===== config.mk =====
export PLATFORM = sky130hd
export DESIGN_NAME = websocket_frame_deframer
export DESIGN_NICKNAME = d
export VERILOG_FILES = /design/src/wsdf_pkg.sv /design/src/websocket_frame_deframer.sv
export SDC_FILE = /design/constraint.sdc
export NUM_CORES = 1
export LEC_CHECK = 0
export CAP_MARGIN = 20
export CORE_MARGIN = 1
export CORE_UTILIZATION = 40
export DETAILED_ROUTE_END_ITERATION = 10
export DONT_BUFFER_PORTS = 1
export GPL_ROUTABILITY_DRIVEN = 1
export HOLD_SLACK_MARGIN = 0.12
export PLACE_DENSITY = 0.62
export SLEW_MARGIN = 20
export SYNTH_ARGS = -nofsm -noshare
export SYNTH_HDL_FRONTEND = slang
export SYNTH_SLANG_ARGS = --single-unit

===== constraint.sdc =====
create_clock -name clk -period 3.3 [get_ports clk]
set_input_delay 0.165 -clock clk [delete_from_list [all_inputs] [get_ports clk]]
set_output_delay 0.165 -clock clk [all_outputs]
set_load 0.01 [all_outputs]

===== src/wsdf_pkg.sv =====
// Shared constants for the WebSocket frame deframer: length codes, opcodes and event kinds.
package wsdf_pkg;

	localparam logic [6:0] LEN_64BIT = 7'd127;
	localparam logic [6:0] LEN_16BIT = 7'd126;

	localparam logic [3:0] OP_BINARY = 4'h2;
	localparam logic [3:0] OP_CLOSE  = 4'h8;

	localparam logic [1:0] EV_DATA  = 2'd0;
	localparam logic [1:0] EV_EMPTY = 2'd1;
	localparam logic [1:0] EV_CLOSE = 2'd2;
	localparam logic [1:0] EV_ERROR = 2'd3;

endpackage


===== src/websocket_frame_deframer.sv =====
// Top level of the WebSocket frame deframer: header parsing, unmasking and event generation.
//
// The input channel (in_valid, in_ready, in_byte) takes one byte of the client-to-server
// stream per request. The output channel (out_valid, out_ready and the four result fields)
// gives at most one result per input byte: an unmasked binary payload byte, an empty-message
// event, a close event or an unsupported-opcode error event.
// Each accepted byte is held in an input register and is then parsed by the
// frame state logic, whose result is written into an output register. One byte
// per cycle is sustained whenever the receiver takes results as they come.
// Header bytes, extended length bytes, key bytes and the payload of close or other
// frames produce no result; only the final byte of such a frame carries its event.
// After a close or error event the block discards every further byte until reset.
// The asynchronous reset empties both registers and returns the parser to the first
// header byte. When the receiver stalls, the output register holds its result and the
// input register holds one further byte; in_ready falls only when both are full.
module websocket_frame_deframer (
	input  logic       clk,
	input  logic       arst_n,
	input  logic       in_valid,
	output logic       in_ready,
	input  logic [7:0] in_byte,
	output logic       out_valid,
	input  logic       out_ready,
	output logic [7:0] out_byte,
	output logic [1:0] event_kind,
	output logic       last_of_message,
	output logic       fin_flag
);

	localparam logic [2:0] PH_HDR0    = 3'd0;
	localparam logic [2:0] PH_HDR1    = 3'd1;
	localparam logic [2:0] PH_EXTLEN  = 3'd2;
	localparam logic [2:0] PH_KEY     = 3'd3;
	localparam logic [2:0] PH_PAYLOAD = 3'd4;
	localparam logic [2:0] PH_HALTED  = 3'd5;

	logic        valid_s1;
	logic [7:0]  byte_s1;
	logic        adv;

	logic [2:0]  phase_q, phase_d;
	logic        fin_q, fin_d;
	logic [3:0]  opcode_q, opcode_d;
	logic        masked_q, masked_d;
	logic [2:0]  hbc_q, hbc_d;
	logic        ext64_q, ext64_d;
	logic [63:0] rem_q, rem_d;
	logic [31:0] key_q, key_d;
	logic [1:0]  kpos_q, kpos_d;

	logic        res_v;
	logic [7:0]  res_byte;
	logic [1:0]  res_ev;
	logic        res_last;

	logic        out_valid_q;
	logic [7:0]  out_byte_q;
	logic [1:0]  event_kind_q;
	logic        last_q;
	logic        fin_out_q;

	logic [2:0]  ef_phase;
	logic [1:0]  ef_ev;
	logic [6:0]  len7;
	logic [63:0] rem_shift;
	logic [63:0] rem_dec;
	logic [7:0]  key_byte;
	logic        ext_done;

	assign adv      = valid_s1 && (!out_valid_q || out_ready);
	assign in_ready = !valid_s1 || adv;

	always_ff @(posedge clk or negedge arst_n) begin
		if (!arst_n) begin
			valid_s1 <= 1'b0;
		end else if (in_ready) begin
			valid_s1 <= in_valid;
		end
	end

	always_ff @(posedge clk) begin
		if (in_ready && in_valid) begin
			byte_s1 <= in_byte;
		end
	end

	always_comb begin
		if (opcode_q == wsdf_pkg::OP_BINARY) begin
			ef_phase = PH_HDR0;
			ef_ev    = wsdf_pkg::EV_EMPTY;
		end else if (opcode_q == wsdf_pkg::OP_CLOSE) begin
			ef_phase = PH_HALTED;
			ef_ev    = wsdf_pkg::EV_CLOSE;
		end else begin
			ef_phase = PH_HALTED;
			ef_ev    = wsdf_pkg::EV_ERROR;
		end
	end

	assign len7      = byte_s1[6:0];
	assign rem_shift = {rem_q[55:0], byte_s1};
	assign rem_dec   = rem_q - 64'd1;
	assign ext_done  = ext64_q ? (hbc_q == 3'd7) : (hbc_q != 3'd0);

	always_comb begin
		case (kpos_q)
			2'd0:    key_byte = key_q[31:24];
			2'd1:    key_byte = key_q[23:16];
			2'd2:    key_byte = key_q[15:8];
			default: key_byte = key_q[7:0];
		endcase
	end

	always_comb begin
		phase_d  = phase_q;
		fin_d    = fin_q;
		opcode_d = opcode_q;
		masked_d = masked_q;
		hbc_d    = hbc_q;
		ext64_d  = ext64_q;
		rem_d    = rem_q;
		key_d    = key_q;
		kpos_d   = kpos_q;
		res_v    = 1'b0;
		res_byte = 8'd0;
		res_ev   = wsdf_pkg::EV_DATA;
		res_last = 1'b0;
		unique case (phase_q)
			PH_HDR0: begin
				fin_d    = byte_s1[7];
				opcode_d = byte_s1[3:0];
				phase_d  = PH_HDR1;
			end
			PH_HDR1: begin
				masked_d = byte_s1[7];
				hbc_d    = 3'd0;
				if (len7 == wsdf_pkg::LEN_64BIT || len7 == wsdf_pkg::LEN_16BIT) begin
					rem_d   = 64'd0;
					ext64_d = (len7 == wsdf_pkg::LEN_64BIT);
					phase_d = PH_EXTLEN;
				end else begin
					rem_d = {57'd0, len7};
					if (byte_s1[7]) begin
						key_d   = 32'd0;
						phase_d = PH_KEY;
					end else begin
						kpos_d = 2'd0;
						if (len7 == 7'd0) begin
							phase_d  = ef_phase;
							res_v    = 1'b1;
							res_ev   = ef_ev;
							res_last = 1'b1;
						end else begin
							phase_d = PH_PAYLOAD;
						end
					end
				end
			end
			PH_EXTLEN: begin
				rem_d = rem_shift;
				if (ext_done) begin
					hbc_d = 3'd0;
					if (masked_q) begin
						key_d   = 32'd0;
						phase_d = PH_KEY;
					end else begin
						kpos_d = 2'd0;
						if (rem_shift == 64'd0) begin
							phase_d  = ef_phase;
							res_v    = 1'b1;
							res_ev   = ef_ev;
							res_last = 1'b1;
						end else begin
							phase_d = PH_PAYLOAD;
						end
					end
				end else begin
					hbc_d = hbc_q + 3'd1;
				end
			end
			PH_KEY: begin
				key_d = {key_q[23:0], byte_s1};
				if (hbc_q >= 3'd3) begin
					hbc_d  = 3'd0;
					kpos_d = 2'd0;
					if (rem_q == 64'd0) begin
						phase_d  = ef_phase;
						res_v    = 1'b1;
						res_ev   = ef_ev;
						res_last = 1'b1;
					end else begin
						phase_d = PH_PAYLOAD;
					end
				end else begin
					hbc_d = hbc_q + 3'd1;
				end
			end
			PH_PAYLOAD: begin
				rem_d = rem_dec;
				if (opcode_q == wsdf_pkg::OP_BINARY) begin
					kpos_d   = kpos_q + 2'd1;
					res_v    = 1'b1;
					res_byte = masked_q ? (byte_s1 ^ key_byte) : byte_s1;
					res_ev   = wsdf_pkg::EV_DATA;
					res_last = (rem_dec == 64'd0);
					if (rem_dec == 64'd0) begin
						phase_d = PH_HDR0;
					end
				end else if (rem_dec == 64'd0) begin
					phase_d  = PH_HALTED;
					res_v    = 1'b1;
					res_ev   = ef_ev;
					res_last = 1'b1;
				end
			end
			default: begin
				phase_d = phase_q;
			end
		endcase
	end

	always_ff @(posedge clk or negedge arst_n) begin
		if (!arst_n) begin
			phase_q  <= PH_HDR0;
			fin_q    <= 1'b0;
			opcode_q <= 4'd0;
			masked_q <= 1'b0;
			hbc_q    <= 3'd0;
			ext64_q  <= 1'b0;
			rem_q    <= 64'd0;
			key_q    <= 32'd0;
			kpos_q   <= 2'd0;
		end else if (adv) begin
			phase_q  <= phase_d;
			fin_q    <= fin_d;
			opcode_q <= opcode_d;
			masked_q <= masked_d;
			hbc_q    <= hbc_d;
			ext64_q  <= ext64_d;
			rem_q    <= rem_d;
			key_q    <= key_d;
			kpos_q   <= kpos_d;
		end
	end

	always_ff @(posedge clk or negedge arst_n) begin
		if (!arst_n) begin
			out_valid_q <= 1'b0;
		end else if (adv) begin
			out_valid_q <= res_v;
		end else if (out_ready) begin
			out_valid_q <= 1'b0;
		end
	end

	always_ff @(posedge clk) begin
		if (adv && res_v) begin
			out_byte_q   <= res_byte;
			event_kind_q <= res_ev;
			last_q       <= res_last;
			fin_out_q    <= fin_d;
		end
	end

	assign out_valid       = out_valid_q;
	assign out_byte        = out_byte_q;
	assign event_kind      = event_kind_q;
	assign last_of_message = last_q;
	assign fin_flag        = fin_out_q;

endmodule


---- Word-level counts from Yosys, hierarchy flattened ----
Index checks and enable logic that the tools add are counted.
operators by class
  add/subtract/negate cells ............... 3
  $mul .................................... 0
  divide/modulo/power cells ............... 0
  magnitude comparators ................... 1
  equality and inequality tests ........... 20
  shifts and indexed selects .............. 0
  multiplexer cells ....................... 62
  bitwise gates (word level) .............. 1
  reductions and logical operators ........ 29
operators with widths
  kind                     count
  $logic_not A64 Y1        3
  $pmux W64 S3             1
  $mux W32                 4
  $pmux W32 S3             1
  $sub A64 B1 Y64 const B  1
  $mux W3                  14
  $mux W2                  17
  $pmux W8 S3              1
  $ne A2 B2 Y1 const B     9
  $mux W1                  16
  $pmux W2 S4              2
  $pmux W3 S5              1
  $eq A7 B7 Y1 const B     2
  $reduce_and A2 Y1        5
  $pmux W3 S3              1
  $reduce_bool A3 Y1       3
  $mux W8                  1
  $pmux W1 S4              2
  $reduce_and A8 Y1        1
  $xor A8 B8 Y8            1
  $logic_not A7 Y1         1
  $mux W7                  1
  $eq A3 B2 Y1 const B     2
  $eq A3 B3 Y1 const B     2
  other kinds (19)         24
word-level totals
  bits in registers ....................... 133
  latch bits .............................. 0
  memory bits (writable) .................. 0
  memory bits (read-only) ................. 0
  input bits .............................. 12
  output and inout port bits .............. 14
  logic and storage cells ................. 132
  memories ................................ 0

---- Depth between registers and ports, before layout ----
Gate-level depths: netlist of run 1.
  depth after elaboration ................. 7
  mapped depth ............................ 13
  depth with buffers taken out ............ 11

---- Least setup slack after synthesis of run 1 ----
Ideal clock, no wire load.
  path kind ............................... flip-flop to flip-flop
  from .................................... register rem_q[14]
  to ...................................... register event_kind_q[0] (netlist: event_kind[0]), enable pin
  setup time .............................. 0.350 ns
  data arrival time ....................... 3.062 ns
  required time ........................... 2.950 ns
  slack ................................... -0.112 ns
  stages on the path, launching flop included .. 13
  path buffers ............................ 3
  clock period less this slack ............ 3.412 ns
  cell sequence ........................... dfrtp_1 > buf_6 > or3_1 > clkbuf_1 > nor3_2 > nand4_4 > buf_6 > or4_4 > a211oi_2 > nand3_1 > nor4_1 > nand4_1 > nand2_1
between the ends
  word-level cells in the longest chain between the ends .. 6
  elaborated cells between the ends (all ways) .. 13
  those cells by class .................... 1 x add/sub; 8 x mux; 4 x reduce/logical
RTL lines
  what                                                  line                                                              text
  from (decl)                                           websocket_frame_deframer.sv:47                                    logic [63:0] rem_q, rem_d;
  from (signal assigned)                                websocket_frame_deframer.sv:240                                   rem_q <= rem_d;
  $sub A64 B1 Y64 or $logic_not A64 Y1 (tied branches)  websocket_frame_deframer.sv:102, websocket_frame_deframer.sv:168
  $logic_not A64 Y1 or $mux W1 (tied branches)          websocket_frame_deframer.sv:209, websocket_frame_deframer.sv:168
  $mux W1, on equally long branches                     websocket_frame_deframer.sv:209, websocket_frame_deframer.sv:163
  $mux W1, on equally long branches                     websocket_frame_deframer.sv:200, websocket_frame_deframer.sv:161
  $pmux W1 S4 *                                         websocket_frame_deframer.sv:128                                   unique case (phase_q)
  $logic_and A1 B1 Y1 *                                 websocket_frame_deframer.sv:257                                   if (adv && res_v) begin
  to (signal assigned)                                  websocket_frame_deframer.sv:259                                   event_kind_q <= res_ev;
  to (decl)                                             websocket_frame_deframer.sv:58                                    logic [1:0] event_kind_q;
Mark *: on every way between the ends. The rest lies on a longest branch, timed or not.
A chain may end at the register's enable or synchronous reset.

---- Final worst setup path of run 1 ----
  from .................................... register rem_q[9]
  to ...................................... register out_byte_q[6] (netlist: out_byte[6]), enable pin
between the ends
  word-level cells in the longest chain between the ends .. 6
  elaborated cells between the ends (all ways) .. 13
  those cells by class .................... 1 x add/sub; 8 x mux; 4 x reduce/logical
RTL lines
  what                                                  line                                                              text
  $sub A64 B1 Y64 or $logic_not A64 Y1 (tied branches)  websocket_frame_deframer.sv:102, websocket_frame_deframer.sv:168
  $logic_not A64 Y1 or $mux W1 (tied branches)          websocket_frame_deframer.sv:209, websocket_frame_deframer.sv:168
  $mux W1, on equally long branches                     websocket_frame_deframer.sv:209, websocket_frame_deframer.sv:163
  $mux W1, on equally long branches                     websocket_frame_deframer.sv:200, websocket_frame_deframer.sv:161
  $pmux W1 S4 *                                         websocket_frame_deframer.sv:128
  $logic_and A1 B1 Y1 *                                 websocket_frame_deframer.sv:257
  to (signal assigned)                                  websocket_frame_deframer.sv:258                                   out_byte_q <= res_byte;
  to (decl)                                             websocket_frame_deframer.sv:57                                    logic [7:0] out_byte_q;
Marks and branches as above.

==> results_dict.tcl, run 1 <==
set metrics [dict create \
    met1_usage_pct 37.28 \
    yosysWarnings 0 \
    fp-row-count 53 \
    globalRouteTotalUtil_pct 26.69 \
    die_w_um 148.7 \
    cp.arrival_ps 3530 \
    vias_per_cell 6.076 \
    irDropWorstVdd_uv 318.4 \
    r2r_slack_ps -80 \
    h-tree-depth 4 \
    die_h_um 148.7 \
    critPathLaunch "rem_q[9]$_DFFE_PN0P_" \
    place_hpwl_um 20140 \
    power_density_nw_per_um2 452.1 \
    clk_latency_ps 430 \
    hold_violations 0 \
    finalWirelength_um 29380 \
    drtIter0Drc 947 \
    end_kind "flop" \
    violations "negative setup slack" \
    numCtsBuffers 17 \
    min_period_over_period_pct 102.6 \
    fillers 1919 \
    switching_share_pct 32.66 \
    initial_core_util_pct 40.84 \
    p_switching_uw 1668 \
    worstPathRequired_ps 3440 \
    synth_cells 1072 \
    hold_class "in -> reg" \
    crit_slowest_cell "or4_4" \
    wire_per_inst_um 19.48 \
    drive_above_1_share_pct 24.82 \
    ant_nets 0 \
    drc 0 \
    worstSetupPathType "reg -> reg" \
    fmax_ghz 0.2955 \
    cts.path.max_buffers 2 \
    pre_cts_ws_ps -134.5 \
    yosys.area.top_type "dfrtp_1" \
    worst_hold_slack_ps 175.6 \
    fin_skew_ps 7.048 \
    setup_violations 14 \
    reg2reg_to "out_byte[6]$_SDFFCE_PN0P_" \
    layoutNonFillerInstCount 1508 \
    syn_area_per_cell_um2 8.034 \
    worstPathMaxFanout 6 \
    fin_ws_ps -84.45 \
    r2r_start "rem_q[9]$_DFFE_PN0P_" \
    synth_seq_area_share_pct 39.81 \
    antenna_found_initial 0 \
    power.share.sequential_pct 36.4 \
    first_global_vias 8340 \
    status "complete, but fails checks" \
    gr-usage-met2_pct 40.75 \
    place_area_um2 10080 \
    port_buffers 0 \
    cts_root_buf "clkbuf_16" \
    internal_power_uw 3440 \
    place.gp.congestion 0.9837 \
    yosys_register_bits 133 \
    pwr-share-comb_pct 26.1 \
    worst_pin_slew_ps 916.8 \
    start_kind "flop" \
    nets 1242 \
    ios 26 \
    dp.cells 1446 \
    grt_most_used_layer "met2" \
    design_area_um2 11300 \
    core-area_um2 21090 \
    cts_tree "done" \
    maxCapViolCount 0 \
    pwr-share-clk_pct 37.5 \
    via_count 9163 \
    synth-edff-count 20 \
    grt_pass1_wl_um 45950 \
    path_cells "or4_4, nor3_4, buf_4, buf_4, nand3_2, nor3_4, xnor2_1, or3b_1, nor4_2, nand4_1, buf_6, nand2_8" \
    p_leak_uw 0.004445 \
    synthArstFlopShare_pct 84.96 \
    dominantRegCellSynth "dfrtp_1" \
    synth_top_area_share_pct 32.83 \
    rsz0062_at_grt "yes" \
    grt.overflow.total 0 \
    synth_common_cells "o21ai_0, nand2_1, dfrtp_1" \
    synth_area_leaders "dfrtp_1, o21ai_0, edfxtp_1, nand2_1, nor2_1" \
    synth_area_um2 8612 \
    die_area_um2 22120 \
    use_met3_pct 4.373 \
    final_core_util_pct 53.57 \
    synth.most_common_cell "o21ai_0" \
    slowest_delay_ps 580 \
    cts_num_sinks 133 \
    period_needed_ps 3384 \
    grt_max_degree 114 \
    ys_types 67 \
    max_slew_margin_pct 38.65 \
    slew_viol_final 0 \
    synth_fp_nets 1094 \
    area_growth_pct 31.18 \
    r2r_cells 12 \
    n_antenna_cell 0 \
    worstSetupEndpoint "out_byte[6]$_SDFFCE_PN0P_" \
    clkSlewWorstSetupHoldPaths_ps 60 \
    first_pass_iters 6 \
]
## per-stage QoR
step / power (uW) / TNS [ps]
after floorplan: 2413 / 0
after global placement: 2971 / -1883
after detailed placement: 2975 / -1742
after CTS: 4951 / -2.791
after global routing: 5299 / -2625
final: 5108 / -948.7
## flip-flops by register name, indices dropped and copies added (netlist names), 3 cells and up
name,cells
rem_q,64
key_q,32
out_byte,8
byte_s1,8
phase_q,3
opcode_q,4
hbc_q,3
## layout by cell type (no fill, tap or decap), types with 6 or more instances in the layout
cell / synthesis / final
buf_4: 0 / 196
o21ai_0: 159 / 159
nand2_1: 155 / 152
dfrtp_1: 113 / 113
nor2_1: 84 / 82
nor3_1: 58 / 49
a21oi_1: 47 / 46
inv_1: 27 / 26
nor4_1: 31 / 25
xnor2_1: 26 / 24
a22oi_1: 21 / 21
nand4_1: 20 / 20
edfxtp_1: 20 / 20
clkbuf_16: 0 / 18
nand3_1: 18 / 17
a32oi_1: 15 / 15
or3_1: 16 / 13
dlygate4sd3_1: 0 / 12
a31oi_1: 12 / 11
nor3_2: 3 / 10
xor2_1: 10 / 10
o22ai_1: 10 / 10
ha_1: 10 / 9
a222oi_1: 8 / 8
nand2b_1: 7 / 7
o31ai_1: 7 / 7
o21ai_1: 8 / 7
or4_4: 2 / 6
and4_1: 7 / 6
and3_1: 6 / 6
nor4_4: 2 / 6
nand4b_1: 6 / 6
or4_1: 10 / 6
mux2_2: 6 / 6
## cell families after synthesis
kind of cell	Yosys count	share of synthesized area, %
AOI/OAI and AO/OA	317	22.03
xor gates and xnor gates	36	3.661
adders and majority gates	10	1.453
buffers and inverters	116	5.332
DFF	133	39.81
muxes	7	0.9007
and+or+nand+nor	453	26.82
## final cells by class
| class | count | area, um2 | share of cell area [%] |
|---|---|---|---|
| multi-input combinational | 824 | 5085 | 45.01 |
| sequential | 133 | 3428 | 30.35 |
| timing repair buffer | 217 | 1758 | 15.56 |
| clock buffer | 17 | 425.4 | 3.766 |
| tap | 275 | 344.1 | 3.046 |
| clock inverter | 15 | 155.1 | 1.373 |
| inverter | 27 | 101.3 | 0.8971 |
## worst max-delay path, delay by kind of cell (launching register included)
kind	cells	cell delay, ps
xor gates and xnor gates	1	200
buffers and inverters	3	470
DFF	1	420
and+or+nand+nor	8	1990
## worst min-delay path by stage
stage                   from                    end  depth (start not counted)
finish              in_valid   byte_s1[3]$_DFFE_PP_                          1
global route        in_valid   byte_s1[6]$_DFFE_PP_                          1
CTS                 in_valid   byte_s1[7]$_DFFE_PP_                          1
detailed placement    arst_n  key_q[20]$_DFFE_PN0P_                          0
global placement      arst_n  key_q[28]$_DFFE_PN0P_                          0
floorplan             arst_n    ext64_q$_DFFE_PN0P_                          0
## timing repair
item / CTS / global route
hold endpoints to repair: 123 / 0
gates resized for setup: 17 / 44
gates cloned: 0 / 2
buffers inserted: 3 / 12
setup endpoints to repair: 15 / 18
pin swaps: 8 / 22
hold buffers: 13 / 0
## power groups by stage
stage / clock (uW) / sequential, uW / combinational, uW
after floorplan: 0 / 1870 / 539
after global placement: 0 / 1870 / 1100
after detailed placement: 0 / 1880 / 1100
after CTS: 1940 / 1850 / 1160
after global routing: 2010 / 1870 / 1420
final: 1920 / 1860 / 1330
## layer usage
layer	wire, um	vias to the layer above
li1	-	4227
met1	12800	4389
met2	13200	463
met3	2379	84
met4	996	0
met5	0	-
Note: power is estimated with default switching activity, not from simulation.
==> run 2: changes to the inputs <==
- CELL_PAD_IN_SITES_DETAIL_PLACEMENT: not set -> 1
- CELL_PAD_IN_SITES_GLOBAL_PLACEMENT: not set -> 1
- PLACE_DENSITY: 0.62 -> 0.77
- SLEW_MARGIN: 20 -> not set
==> results_dict.tcl, run 2 (synthesis results as in run 1) <==
set metrics [dict create \
    power_density_nw_per_um2 467.4 \
    via_count 10000 \
    grt_max_degree 114 \
    end_kind "flop" \
    drive_above_1_share_pct 25.81 \
    cts_tree "done" \
    ant_nets 0 \
    globalRouteTotalUtil_pct 33.13 \
    maxCapViolCount 0 \
    fmax_ghz 0.2922 \
    place_hpwl_um 23690 \
    reg.largest.list "rem_q (64), key_q (32)" \
    vias_per_cell 6.638 \
    violations "negative setup slack" \
    core-area_um2 21090 \
    port_buffers 0 \
    slew_viol_final 0 \
    cts_root_buf "clkbuf_16" \
    largest-register "rem_q" \
    numCtsBuffers 17 \
    crit_slowest_cell "or4_4" \
    cp.arrival_ps 3740 \
    worstSetupPathType "reg -> reg" \
    die_h_um 148.7 \
    power.share.sequential_pct 35.4 \
    grt_pass1_wl_um 55950 \
    drc 0 \
    first_pass_iters 8 \
    wire_per_inst_um 25.65 \
    path_cells "or4_4, nor3_4, nand4_4, buf_12, nor4_4, o211ai_1, or4b_4, nor4_4, a31oi_4, nor2_1" \
    finalWirelength_um 38650 \
    max_slew_margin_pct 50.94 \
    p_leak_uw 0.004475 \
    die_w_um 148.7 \
    pwr-share-clk_pct 38.1 \
    h-tree-depth 4 \
    final_common_cell "buf_4" \
    crit_top_cell "nor4_4" \
    fp-row-count 53 \
    area_growth_pct 31.79 \
    worstPathMaxFanout 7 \
    irDropWorstVdd_uv 258.8 \
    fillers 2474 \
    pre_cts_ws_ps -302.9 \
    layout_common_cells "buf_4, o21ai_0, nand2_1" \
    setup_violations 17 \
    die_area_um2 22120 \
    p_switching_uw 1874 \
    hold_violations 0 \
    worst_pin_slew_ps 731.1 \
    start_kind "flop" \
    worstPathRequired_ps 3620 \
    fin_ws_ps -122.2 \
    hold_class "in -> reg" \
    switching_share_pct 35.32 \
    nets 1241 \
    clkSlewWorstSetupHoldPaths_ps 70 \
    n_antenna_cell 0 \
    initial_core_util_pct 40.84 \
    clk_latency_ps 460 \
    largest_reg_flops 64 \
    worst_hold_slack_ps 180.5 \
    min_period_over_period_pct 103.7 \
    grt.overflow.total 0 \
    internal_power_uw 3431 \
    ios 26 \
    first_global_vias 9831 \
    period_needed_ps 3422 \
    slowest_delay_ps 630 \
    status "complete, but fails checks" \
    rsz0062_at_grt "yes" \
    place.gp.congestion 0.9502 \
    cts.path.max_buffers 2 \
    drtIter0Drc 1235 \
    fin_skew_ps 11.66 \
    pwr-share-comb_pct 26.5 \
    antenna_found_initial 0 \
    cts_num_sinks 133 \
]
## run 2: power groups by stage
stage	Sequential [uW]	Combinational (uW)	Clock (uW)
6_report	1880	1410	2020
5_1_grt	1880	1460	2090
4_1_cts	1870	1230	2030
3_5_place_dp	1890	1100	0
3_3_place_gp	1890	1060	0
2_1_floorplan	1870	539	0
## run 2: worst max-delay path, delay by kind of cell, from the launching register on
kind / cells / cell delay [ps]
AOI/OAI and AO/OA: 2 / 390
and+or+nand+nor: 7 / 2270
DFF: 1 / 420
buffers and inverters: 1 / 210
## run 2: repair_timing
action                                  CTS  global route
endpoints found under the setup margin   18            18
hold buffers                             13             0
buffers inserted                          3            20
pin swaps                                 8            14
gates resized for setup                  33            45
cloned                                    1             0
endpoints found under the hold margin   123             0
## run 2: layer usage
metal  global-route usage [%]  wire length [um]
met2                    53.25             18230
met4                    16.63              2020
met1                    42.24             14990
met3                    6.850              3404
met5                        0                 0
## run 2: final timing paths
kind                                            to             startpoint  cells past startpoint  slack [ps]
max in group asynchronous    rem_q[19]$_DFFE_PN0P_                 arst_n                      2        2440
min reg2reg                  key_q[24]$_DFFE_PN0P_  key_q[24]$_DFFE_PN0P_                      2         490
min                           byte_s1[2]$_DFFE_PP_               in_valid                      1         180
max                        event_kind[1]$_DFFE_PP_  rem_q[18]$_DFFE_PN0P_                     10        -120
min in group asynchronous    key_q[28]$_DFFE_PN0P_                 arst_n                      2         280
max reg2reg                event_kind[1]$_DFFE_PP_  rem_q[18]$_DFFE_PN0P_                     10        -120
## run 2: area by class of cell
cell class              instances  area (um2)  area share (%)
multi-input cells             824        5147           45.35
flip-flops and latches        133        3433           30.25
repair buffers                216        1725           15.20
clock buffers                  19       475.5           4.189
well taps                     275       344.1           3.032
clock inverters                13       122.6           1.080
inverters                      27       101.3          0.8930
## run 2: stage by stage
| stage | power (uW) | setup TNS, ps | instances | instance area (um2) | util (%) |
|---|---|---|---|---|---|
| after floorplan | 2413 | 0 | 1072 | 8620 | - |
| after global placement | 2947 | -2392 | 1438 | 10010 | 47.46 |
| after detailed placement | 2991 | -4660 | 1438 | 10010 | 47.46 |
| after CTS | 5128 | 0 | 1487 | 10960 | 51.98 |
| after global routing | 5428 | -2877 | 1507 | 11350 | 53.82 |
| final | 5304 | -1539 | 1507 | 11350 | 53.82 |
